===== config.mk =====
export PLATFORM = sky130hd
export DESIGN_NAME = magic_length_byte_deframer
export DESIGN_NICKNAME = d
export VERILOG_FILES = /design/src/sv/mlbd_pkg.sv /design/src/sv/magic_length_byte_deframer.sv /design/src/sv/mlbd_framer.sv /design/src/sv/mlbd_out_buf.sv
export SDC_FILE = /design/constraint.sdc
export NUM_CORES = 1
export LEC_CHECK = 0
export BUFFER_PORTS_ARGS = -buffer_cell sky130_fd_sc_hd__buf_2
export CAP_MARGIN = 20
export CORE_AREA = 10 10 92 94
export DETAILED_ROUTE_END_ITERATION = 10
export DIE_AREA = 0 0 102 104
export HOLD_SLACK_MARGIN = 0.02
export PLACE_DENSITY_LB_ADDON = 0.25
export SLEW_MARGIN = 15
export SYNTH_ARGS = -nofsm -noshare
export SYNTH_HDL_FRONTEND = slang
export SYNTH_HIERARCHICAL = 1
export SYNTH_SLANG_ARGS = --single-unit

===== constraint.sdc =====
create_clock -name clk_i -period 3.9 [get_ports clk_i]
set_input_delay 0.39 -clock clk_i [delete_from_list [all_inputs] [get_ports clk_i]]
set_output_delay 0.39 -clock clk_i [all_outputs]
set_load 0.03 [all_outputs]

===== src/sv/mlbd_pkg.sv =====
// Shared types and constants of the magic/length byte deframer.
// Holds the result item type, the configuration register indexes and the
// first byte classification; no dependencies.
package mlbd_pkg;

  localparam int unsigned ByteW = 8;
  localparam int unsigned IdxW  = 10;

  // Configuration register indexes.
  localparam logic CFG_FRAMING_MODE = 1'b0;
  localparam logic CFG_MAGIC_VALUE  = 1'b1;

  // Framing modes.
  localparam logic MODE_LENGTH    = 1'b0;
  localparam logic MODE_DELIMITED = 1'b1;

  // Byte values that make a bad start for a text packet.
  localparam logic [ByteW-1:0] CHR_NUL   = 8'h00;
  localparam logic [ByteW-1:0] CHR_TAB   = 8'h09;
  localparam logic [ByteW-1:0] CHR_LF    = 8'h0A;
  localparam logic [ByteW-1:0] CHR_CR    = 8'h0D;
  localparam logic [ByteW-1:0] CHR_SPACE = 8'h20;

  typedef struct packed {
    logic bad;
    logic binary;
  } first_flags_t;

  typedef struct packed {
    logic [ByteW-1:0] payload_byte;
    logic [IdxW-1:0]  byte_index;
    logic             first_of_packet;
    logic             last_of_packet;
    logic             binary_packet;
    logic             bad_start;
  } result_t;

  // Classifies the first byte of a packet.
  function automatic first_flags_t flags_of(input logic [ByteW-1:0] b);
    first_flags_t f;
    f.binary = b[ByteW-1];
    f.bad    = !b[ByteW-1] && (b == CHR_NUL || b == CHR_SPACE || b == CHR_CR ||
                               b == CHR_LF || b == CHR_TAB);
    return f;
  endfunction

endpackage


===== src/sv/magic_length_byte_deframer.sv =====
// Top level of the magic/length byte deframer.
// Depends on mlbd_pkg, mlbd_framer and mlbd_out_buf.
//
//   Channel  | Handshake                 | Payload
//   ---------+---------------------------+---------------------------------------
//   in       | in_valid_i / in_stall_o   | rx_byte_i
//   out      | out_valid_o / out_stall_i | payload_byte_o, byte_index_o, flags
//   config   | cfg_we_i (no wait)        | cfg_idx_i, cfg_wdata_i
//
// One byte item is taken per cycle while in_stall_o is low; its result
// item, if any, is registered into the output buffer on the next cycle.
// The framing state updates in the same cycle a byte is accepted, which is
// what allows a byte in every cycle.
// A two-entry output buffer decouples the sides: in_stall_o rises only when
// both entries hold results, and it comes straight from a register.
// Reset clears the framing state, both configuration registers and the buffer.
module magic_length_byte_deframer
  import mlbd_pkg::*;
#(
  parameter int unsigned BUFFER_DEPTH = 1024
) (
  input  logic             clk_i,
  input  logic             rst_ni,
  input  logic             cfg_we_i,
  input  logic             cfg_idx_i,
  input  logic [ByteW-1:0] cfg_wdata_i,
  input  logic             in_valid_i,
  output logic             in_stall_o,
  input  logic [ByteW-1:0] rx_byte_i,
  output logic             out_valid_o,
  input  logic             out_stall_i,
  output logic [ByteW-1:0] payload_byte_o,
  output logic [IdxW-1:0]  byte_index_o,
  output logic             first_of_packet_o,
  output logic             last_of_packet_o,
  output logic             binary_packet_o,
  output logic             bad_start_o
);

  logic    accept;
  logic    res_vld;
  logic    buf_full;
  result_t res;
  result_t out_data;

  // A byte is taken whenever the output buffer still has a free entry.
  assign in_stall_o = buf_full;
  assign accept     = in_valid_i && !buf_full;

  mlbd_framer #(
    .BUFFER_DEPTH(BUFFER_DEPTH)
  ) u_framer (
    .clk_i      (clk_i),
    .rst_ni     (rst_ni),
    .cfg_we_i   (cfg_we_i),
    .cfg_idx_i  (cfg_idx_i),
    .cfg_wdata_i(cfg_wdata_i),
    .accept_i   (accept),
    .rx_byte_i  (rx_byte_i),
    .res_vld_o  (res_vld),
    .res_o      (res)
  );

  mlbd_out_buf u_out_buf (
    .clk_i      (clk_i),
    .rst_ni     (rst_ni),
    .push_i     (res_vld),
    .push_data_i(res),
    .full_o     (buf_full),
    .out_valid_o(out_valid_o),
    .out_stall_i(out_stall_i),
    .out_data_o (out_data)
  );

  assign payload_byte_o    = out_data.payload_byte;
  assign byte_index_o      = out_data.byte_index;
  assign first_of_packet_o = out_data.first_of_packet;
  assign last_of_packet_o  = out_data.last_of_packet;
  assign binary_packet_o   = out_data.binary_packet;
  assign bad_start_o       = out_data.bad_start;

  // The first byte of a packet always sits at index zero.
  a_first_at_zero: assert property (@(posedge clk_i) disable iff (!rst_ni)
    out_valid_o && first_of_packet_o |-> byte_index_o == '0)
    else $error("first byte of packet at nonzero index");

endmodule


===== src/sv/mlbd_framer.sv =====
// Framing state machine and configuration registers of the deframer.
// Depends on mlbd_pkg; produces at most one result item per accepted byte.
module mlbd_framer
  import mlbd_pkg::*;
#(
  parameter int unsigned BUFFER_DEPTH = 1024
) (
  input  logic             clk_i,
  input  logic             rst_ni,
  input  logic             cfg_we_i,
  input  logic             cfg_idx_i,
  input  logic [ByteW-1:0] cfg_wdata_i,
  input  logic             accept_i,
  input  logic [ByteW-1:0] rx_byte_i,
  output logic             res_vld_o,
  output result_t          res_o
);

  localparam int unsigned IW = $clog2(BUFFER_DEPTH);
  localparam logic [IW-1:0] LastIdx = IW'(BUFFER_DEPTH - 1);

  typedef enum logic [1:0] {
    PH_HUNT = 2'd0,
    PH_SIZE = 2'd1,
    PH_DATA = 2'd2
  } phase_e;

  phase_e           phase_q, phase_d;
  logic [ByteW-1:0] rem_q, rem_d;
  logic [IW-1:0]    wi_q, wi_d;
  first_flags_t     flags_q, flags_d;
  logic             mode_q;
  logic [ByteW-1:0] magic_q;

  logic             emit;
  logic             last;
  logic             idx_zero;
  logic [IW-1:0]    wi_next;
  first_flags_t     flags_cur;

  assign idx_zero  = (wi_q == '0);
  assign wi_next   = (wi_q == LastIdx) ? '0 : wi_q + IW'(1);
  assign flags_cur = idx_zero ? flags_of(rx_byte_i) : flags_q;

  always_comb begin
    phase_d = phase_q;
    rem_d   = rem_q;
    wi_d    = wi_q;
    emit    = 1'b0;
    last    = 1'b0;
    if (mode_q == MODE_DELIMITED) begin
      emit = 1'b1;
      last = (rx_byte_i == CHR_NUL);
      wi_d = last ? '0 : wi_next;
    end else begin
      unique case (phase_q)
        PH_SIZE: begin
          rem_d   = rx_byte_i;
          wi_d    = '0;
          phase_d = (rx_byte_i == '0) ? PH_HUNT : PH_DATA;
        end
        PH_DATA: begin
          emit = 1'b1;
          last = (rem_q <= ByteW'(1));
          wi_d = wi_next;
          rem_d = last ? '0 : rem_q - ByteW'(1);
          if (last) begin
            phase_d = PH_HUNT;
          end
        end
        default: begin
          phase_d = (rx_byte_i == magic_q) ? PH_SIZE : PH_HUNT;
        end
      endcase
    end
    flags_d = emit ? flags_cur : flags_q;
  end

  always_comb begin
    res_vld_o             = accept_i && emit;
    res_o.payload_byte    = rx_byte_i;
    res_o.byte_index      = IdxW'(wi_q);
    res_o.first_of_packet = idx_zero;
    res_o.last_of_packet  = last;
    res_o.binary_packet   = flags_cur.binary;
    res_o.bad_start       = flags_cur.bad;
  end

  always_ff @(posedge clk_i or negedge rst_ni) begin
    if (!rst_ni) begin
      phase_q <= PH_HUNT;
      rem_q   <= '0;
      wi_q    <= '0;
      flags_q <= '0;
      mode_q  <= MODE_LENGTH;
      magic_q <= '0;
    end else begin
      if (cfg_we_i) begin
        unique case (cfg_idx_i)
          CFG_FRAMING_MODE: mode_q  <= cfg_wdata_i[0];
          CFG_MAGIC_VALUE:  magic_q <= cfg_wdata_i;
          default: ;
        endcase
      end
      if (accept_i) begin
        phase_q <= phase_d;
        rem_q   <= rem_d;
        wi_q    <= wi_d;
        flags_q <= flags_d;
      end
    end
  end

  // A frame in its payload phase always has bytes left to deliver.
  a_rem_nonzero: assert property (@(posedge clk_i) disable iff (!rst_ni)
    phase_q == PH_DATA |-> rem_q != '0)
    else $error("payload phase with no bytes remaining");

  // The write index stays inside the buffer.
  a_idx_range: assert property (@(posedge clk_i) disable iff (!rst_ni)
    wi_q <= LastIdx)
    else $error("write index beyond buffer depth");

  // A size byte always restarts the index at zero.
  a_size_restart: assert property (@(posedge clk_i) disable iff (!rst_ni)
    accept_i && mode_q == MODE_LENGTH && phase_q == PH_SIZE |=> wi_q == '0)
    else $error("index not restarted after size byte");

endmodule


===== src/sv/mlbd_out_buf.sv =====
// Two-entry output buffer (output register plus skid register).
// Depends on mlbd_pkg for the result item type.
module mlbd_out_buf
  import mlbd_pkg::*;
(
  input  logic    clk_i,
  input  logic    rst_ni,
  input  logic    push_i,
  input  result_t push_data_i,
  output logic    full_o,
  output logic    out_valid_o,
  input  logic    out_stall_i,
  output result_t out_data_o
);

  logic    main_vld_q, skid_vld_q;
  result_t main_q, skid_q;
  logic    pop;

  assign pop         = main_vld_q && !out_stall_i;
  assign full_o      = skid_vld_q;
  assign out_valid_o = main_vld_q;
  assign out_data_o  = main_q;

  always_ff @(posedge clk_i or negedge rst_ni) begin
    if (!rst_ni) begin
      main_vld_q <= 1'b0;
      skid_vld_q <= 1'b0;
    end else begin
      if (skid_vld_q) begin
        if (pop) begin
          main_vld_q <= 1'b1;
          skid_vld_q <= 1'b0;
        end
      end else if (!main_vld_q || pop) begin
        main_vld_q <= push_i;
      end else if (push_i) begin
        skid_vld_q <= 1'b1;
      end
    end
  end

  always_ff @(posedge clk_i) begin
    if (skid_vld_q) begin
      if (pop) begin
        main_q <= skid_q;
      end
    end else if (!main_vld_q || pop) begin
      if (push_i) begin
        main_q <= push_data_i;
      end
    end else if (push_i) begin
      skid_q <= push_data_i;
    end
  end

  // The skid entry only fills behind a held output entry.
  a_skid_behind_main: assert property (@(posedge clk_i) disable iff (!rst_ni)
    skid_vld_q |-> main_vld_q)
    else $error("skid entry valid with empty output entry");

  // Nothing is pushed while both entries are occupied.
  a_no_overflow: assert property (@(posedge clk_i) disable iff (!rst_ni)
    !(skid_vld_q && push_i))
    else $error("push into full output buffer");

endmodule

==> flow_metrics.env, run 1 <==
export IMPL_crit_path_max_incr_delay_ps=620
export IMPL_ant_nets=0
export IMPL_cp_top_family="simple AND/OR/NAND/NOR gates"
export IMPL_netlist_area_um2=3720
export IMPL_status="completed"
export IMPL_crit_path_end="u_framer/rem_q[2]"
export IMPL_clk_latency_ps=340
export IMPL_diodes=0
export IMPL_p_sw_frac=0.341
export IMPL_fp_dieH_um=104
export IMPL_seq_area_frac_synth=0.577
export IMPL_grt_pass1_vias=2372
export IMPL_routedWlPerCell_um=17.7
export IMPL_crit_path_start_kind="flop"
export IMPL_numCtsBuffers=9
export IMPL_power_density_nw_per_um2=625
export IMPL_clock_skew_final_ps=10.3
export IMPL_fill_cells=551
export IMPL_cp_num_buf_inv=1
export IMPL_grt_use_met1=0.192
export IMPL_r2r_end="u_framer/rem_q[2]"
export IMPL_synth_cell_types=53
export IMPL_post_place_ws_ps=1520
export IMPL_pwr_share_seq=0.469
export IMPL_grt_setup_unrepaired="false"
export IMPL_async_flop_share=0.429
export IMPL_synth_edf_count=44
export IMPL_setup_tns_final_ps=0
export IMPL_routabilityCongestion=0.829
export IMPL_reg2reg_slack_ps=1800
export IMPL_antenna_found_initial=0
export IMPL_cts_setup_buffers=0
export IMPL_crit_top_cell="or3b_1"
export IMPL_num_vias=2348
export IMPL_syn_num_nets=312
export IMPL_slew_violations=0
export IMPL_cts_hold_buf=0
export IMPL_syn2layout_area_growth_pct=10.7
export IMPL_syn_inst=284
export IMPL_fin_crit_sh=0.540
export IMPL_hold_viol=0
export IMPL_finalWirelength_mm=7.22
export IMPL_top_usage_layer="met2"
export IMPL_core_area_um2=6680
export IMPL_fin_crit_ps=2100
export IMPL_grtUsageMet2=0.203
export IMPL_grt_overflow=0
export IMPL_ys_seq_elements=77
export IMPL_ys_flop_type="edfxtp_1"
export IMPL_grt_usage=0.141
export IMPL_num_rows=30
export IMPL_cp_slowest_cell="or3b_1"
export IMPL_nets=352
export IMPL_worst_endpoint_required_ps=4180
export IMPL_tritoncts="built"
export IMPL_drive_gt1_frac=0.316
export IMPL_grt_pass1_wl_mm=12.0
export IMPL_clock_path_buffers=2
export IMPL_cts_sinks=77
export IMPL_pin_count=46
export IMPL_clk_pin_slew_ps=80
export IMPL_finalNonFillerCells=409
export IMPL_multiInputGateArea_um2=1400
export IMPL_crit_chain="inv_1 -> ha_1 -> or3b_1 -> or3b_1 -> a21oi_1 -> a221o_2"
export IMPL_tightest_slew_ps=923
export IMPL_post_cts_resized=0
export IMPL_register_area_um2=2150
export IMPL_globalRouteMet3Util=0.0505
export IMPL_crit_type="reg -> reg"
export IMPL_grt_max_degree=34
export IMPL_dp_hpwl_mm=5.06
export IMPL_via_per_inst=5.74
export IMPL_p_sw_mw=0.879
export IMPL_die_area_um2=10600
export IMPL_htreeDepth=3
export IMPL_p_int_mw=1.70
export IMPL_first_pass_iters=4
export IMPL_cp_depth=6
export IMPL_die_x_um=102
export IMPL_power_mw=2.58
export IMPL_r2r_start="u_framer/phase_q[0]"
export IMPL_setup_ws_ps=1800
export IMPL_final_core_util=0.617
export IMPL_startpoint="u_framer/phase_q[0]"
export IMPL_reg2reg_depth=6
export IMPL_ir_drop_mv=0.382
export IMPL_drc=0
export IMPL_portBuffers=45
export IMPL_relSlewSlack=0.380
export IMPL_start_util=0.557
export IMPL_endpoint_kind="flop"
export IMPL_max_freq_ghz=0.475
export IMPL_cp_arrival_ps=2390
export IMPL_place_inst=393
export IMPL_synth_avg_cell_area_um2=13.1
export IMPL_cp_max_fo=17
export IMPL_clock_root_buffer="clkbuf_8"
export IMPL_p_comb_frac=0.305
export IMPL_maxCapViolCount=0
export IMPL_drt_iter0_markers=128
export IMPL_min_path_type="in -> async"
export IMPL_clockPowerShare=0.226
export IMPL_yosys_warnings=6
export IMPL_setup_viol=0
export IMPL_power_static_leakage_nw=1.65
layout by cell type, fill, tap and decap left out, types with 3 or more instances in the layout:
cell	count
ha_1	6
o31ai_1	4
nor4_1	5
nor3_1	7
mux2_2	18
a31oi_1	6
xor2_1	7
o21ai_0	17
buf_2	45
edfxtp_1	44
a22oi_1	6
nand2b_1	3
nand3_1	5
mux2_4	17
nand2_1	15
clkbuf_8	9
nor2_1	9
nor2b_1	3
dfrtp_1	33
inv_1	13
a21oi_1	11
cell families after synthesis:
group / synth area share
compound gates: 0.104
fa+ha+maj: 0.0202
xor+xnor: 0.0188
mux: 0.128
simple gates: 0.100
buf+inv: 0.0514
flops: 0.577
power groups by stage:
stage	registers [mW]	logic, mW	clock network [mW]
floorplan	1.34	0.510	0
global placement	1.22	0.759	0
detailed placement	1.23	0.784	0
CTS	1.21	0.789	0.598
global route	1.23	0.857	0.641
finish	1.21	0.787	0.581
worst register-to-register path, stage by stage (launching register included):
cell,delay (ps)
dfrtp_1,350
inv_1,60
ha_1,320
or3b_1,620
or3b_1,460
a21oi_1,130
a221o_2,120
layout make-up:
class / instances / share of cell area
Clock inverter: 7 / 0.0161
Clock buffer: 9 / 0.0300
Tap cell: 80 / 0.0243
Sequential cell: 77 / 0.521
Timing Repair Buffer: 47 / 0.0583
Inverter: 13 / 0.0118
Multi-Input combinational cell: 176 / 0.339
metal layers:
layer,vias up,routed length (um)
met2,79,3300
met1,1123,3350
li1,1138,-
met4,0,71
met3,8,508
met5,-,0
synth_stat cells, types with 2 or more instances:
| cell | instances | area, um^2 |
|---|---|---|
| a21boi_0 | 2 | 15.0 |
| a21oi_1 | 11 | 55.1 |
| a22oi_1 | 6 | 45.0 |
| a2bb2oi_1 | 2 | 17.5 |
| a31oi_1 | 6 | 37.5 |
| a32oi_1 | 2 | 17.5 |
| buf_4 | 10 | 75.1 |
| clkbuf_1 | 3 | 11.3 |
| dfrtp_1 | 33 | 826 |
| edfxtp_1 | 44 | 1320 |
| ha_1 | 6 | 75.1 |
| inv_1 | 13 | 48.8 |
| mux2_2 | 18 | 203 |
| mux2_4 | 17 | 255 |
| mux2i_1 | 2 | 20.0 |
| nand2_1 | 15 | 56.3 |
| nand2b_1 | 3 | 18.8 |
| nand3_1 | 5 | 25.0 |
| nand3b_1 | 2 | 15.0 |
| nand4_1 | 2 | 12.5 |
| nor2_1 | 9 | 33.8 |
| nor2b_1 | 3 | 18.8 |
| nor3_1 | 7 | 35.0 |
| nor3b_1 | 2 | 15.0 |
| nor4_1 | 5 | 31.3 |
| o21ai_0 | 17 | 85.1 |
| o22ai_1 | 2 | 12.5 |
| o31ai_1 | 4 | 30.0 |
| or2_2 | 2 | 12.5 |
| or3b_1 | 2 | 17.5 |
| xor2_1 | 7 | 61.3 |
state kept, by name, indices dropped and copies added (netlist names), 2 cells and up:
signal                cells
u_framer/flags_q          2
u_framer/magic_q          8
u_framer/phase_q          2
u_framer/rem_q            8
u_framer/wi_q            10
u_out_buf/out_data_o     22
u_out_buf/skid_q         22
worst min-delay path by stage:
stage	to	start	slack, ps
2_1_floorplan	u_framer/flags_q[0]	rst_ni	90
3_3_place_gp	u_framer/flags_q[1]	u_framer/flags_q[1]	490
3_5_place_dp	u_framer/flags_q[1]	u_framer/flags_q[1]	490
4_1_cts	u_framer/rem_q[4]	rst_ni	130
5_1_grt	u_framer/wi_q[3]	rst_ni	160
6_report	u_framer/wi_q[3]	rst_ni	110
per-stage QoR:
| step | cell area (um^2) | hold slack, ps |
|---|---|---|
| floorplan | 3720 | 94.4 |
| global placement | 3930 | 488 |
| detailed placement | 3930 | 490 |
| CTS | 4120 | 130 |
| global route | 4120 | 158 |
| finish | 4120 | 115 |
Power figures use the tool's default switching activity.
==> run 2, diff against run 1 <==
Settings changed: CORE_AREA 10 10 92 94 to 10 10 96 98, DIE_AREA 0 0 102 104 to 0 0 106 108.
Clock period 3.9 ns to 1.72 ns, I/O delays scaled along.
==> flow_metrics.env, run 2 (same netlist as run 1, synthesis figures left out) <==
export IMPL_power_mw=6.52
export IMPL_drive_gt1_frac=0.451
export IMPL_grtUsageMet2=0.206
export IMPL_cts_sinks=77
export IMPL_diodes=0
export IMPL_setup_viol=3
export IMPL_grt_use_met1=0.179
export IMPL_drc=0
export IMPL_num_rows=32
export IMPL_clk_latency_ps=340
export IMPL_clock_root_buffer="clkbuf_8"
export IMPL_htreeDepth=3
export IMPL_reg2reg_slack_ps=-30
export IMPL_die_x_um=106
export IMPL_post_place_ws_ps=-72.1
export IMPL_tritoncts="built"
export IMPL_reg2reg_depth=5
export IMPL_fin_crit_sh=1.02
export IMPL_fp_dieH_um=108
export IMPL_die_area_um2=11400
export IMPL_violations="negative setup slack"
export IMPL_cp_max_fo=3
export IMPL_tightest_slew_ps=499
export IMPL_ant_nets=0
export IMPL_power_static_leakage_nw=1.89
export IMPL_grt_usage=0.136
export IMPL_dpl_cell_area_um2=4310
export IMPL_dp_hpwl_mm=5.51
export IMPL_worst_endpoint_required_ps=1810
export IMPL_final_core_util=0.627
export IMPL_drt_iter0_markers=202
export IMPL_relSlewSlack=0.659
export IMPL_grt_overflow=0
export IMPL_fin_area_um2=4670
export IMPL_grt_max_degree=34
export IMPL_register_area_um2=2150
export IMPL_crit_type="reg -> reg"
export IMPL_fill_cells=597
export IMPL_final_cell_mix="45 x buf_2, 44 x edfxtp_1, 38 x buf_4"
export IMPL_hold_path_startpoint="cfg_wdata_i[4]"
export IMPL_min_path_type="in -> reg"
export IMPL_cp_arrival_ps=1840
export IMPL_core_area_um2=7450
export IMPL_clock_path_buffers=2
export IMPL_power_density_nw_per_um2=1400
export IMPL_r2r_start="u_framer/wi_q[1]"
export IMPL_routedWlPerCell_um=16.3
export IMPL_endpoint_kind="flop"
export IMPL_via_per_inst=5.30
export IMPL_syn2layout_area_growth_pct=25.4
export IMPL_nets=393
export IMPL_status="finished, violations left"
export IMPL_pin_count=46
export IMPL_first_pass_iters=5
export IMPL_ir_drop_mv=0.549
export IMPL_portBuffers=45
export IMPL_maxCapViolCount=0
export IMPL_num_vias=2503
export IMPL_finalWirelength_mm=7.71
export IMPL_final_common_cell="buf_2"
export IMPL_multiInputGateArea_um2=1520
export IMPL_start_util=0.500
export IMPL_grt_pass1_vias=2513
export IMPL_numCtsBuffers=9
export IMPL_top_usage_layer="met2"
export IMPL_clock_skew_final_ps=9.67
export IMPL_r2r_end="u_out_buf/out_data_o[0]"
export IMPL_fin_crit_ps=1750
export IMPL_max_freq_ghz=0.571
export IMPL_routabilityCongestion=0.819
export IMPL_min_path_cells=2
export IMPL_grt_pass1_wl_mm=12.5
export IMPL_setup_ws_ps=-31.1
export IMPL_clk_pin_slew_ps=80
export IMPL_hold_end="u_framer/magic_q[4]"
export IMPL_hold_viol=0
export IMPL_crit_path_start_kind="flop"
export IMPL_slew_violations=0
export IMPL_antenna_found_initial=0
export IMPL_grt_setup_unrepaired="true"
export IMPL_globalRouteMet3Util=0.0363
==> run 2: metrics by stage <==
stage / hold slack, ps / std cells / TNS [ps]
after floorplan: -124 / 284 / -1060
after global placement: 141 / 452 / -58.3
after detailed placement: 148 / 452 / -288
after CTS: 39.3 / 471 / -119
after global routing: 56.5 / 472 / -328
final: 56.3 / 472 / -69.1
==> run 2: power by group <==
| part | switching [mW] | internal [mW] | total (mW) |
|---|---|---|---|
| clock | 0.682 | 0.867 | 1.55 |
| sequential | 0.204 | 2.43 | 2.64 |
| combinational | 1.26 | 1.08 | 2.33 |
==> run 2: what timing repair did <==
item / 4_1_cts / 5_1_grt
setup endpoints to repair: 6 / 40
pin swaps: 4 / 5
buffers inserted: 2 / 1
resized for setup: 7 / 19
hold endpoints to repair: 33 / 0
hold buffers: 1 / 0
==> run 2: worst max-delay path by stage <==
stage	endpoint	from	cells after the start
final	u_out_buf/out_data_o[0]	u_framer/wi_q[1]	5
after global routing	u_out_buf/out_data_o[0]	u_framer/wi_q[2]	4
after CTS	u_out_buf/out_data_o[0]	u_framer/wi_q[2]	4
after detailed placement	u_out_buf/out_data_o[0]	u_framer/wi_q[8]	4
after global placement	u_out_buf/out_data_o[0]	rx_byte_i[3]	7
after floorplan	u_out_buf/out_data_o[0]	u_framer/wi_q[2]	5
==> run 2: per-layer routing <==
layer	share of wire	wire (um)
met1	0.46	3510
met2	0.47	3610
met3	0.066	506
met4	0.011	82
met5	0	0
==> run 2: critical path: stages, from the launching register on <==
cell,delay (ps)
dfrtp_1,440
inv_1,90
ha_1,150
and4_4,250
mux2_4,310
mux2_4,270
==> run 2: cell type report <==
cell class | count | area share
Clock buffer | 10 | 0.0295
Clock inverter | 6 | 0.0198
Inverter | 13 | 0.0105
Multi-Input combinational cell | 176 | 0.325
Sequential cell | 77 | 0.460
Tap cell | 102 | 0.0273
Timing Repair Buffer | 88 | 0.128
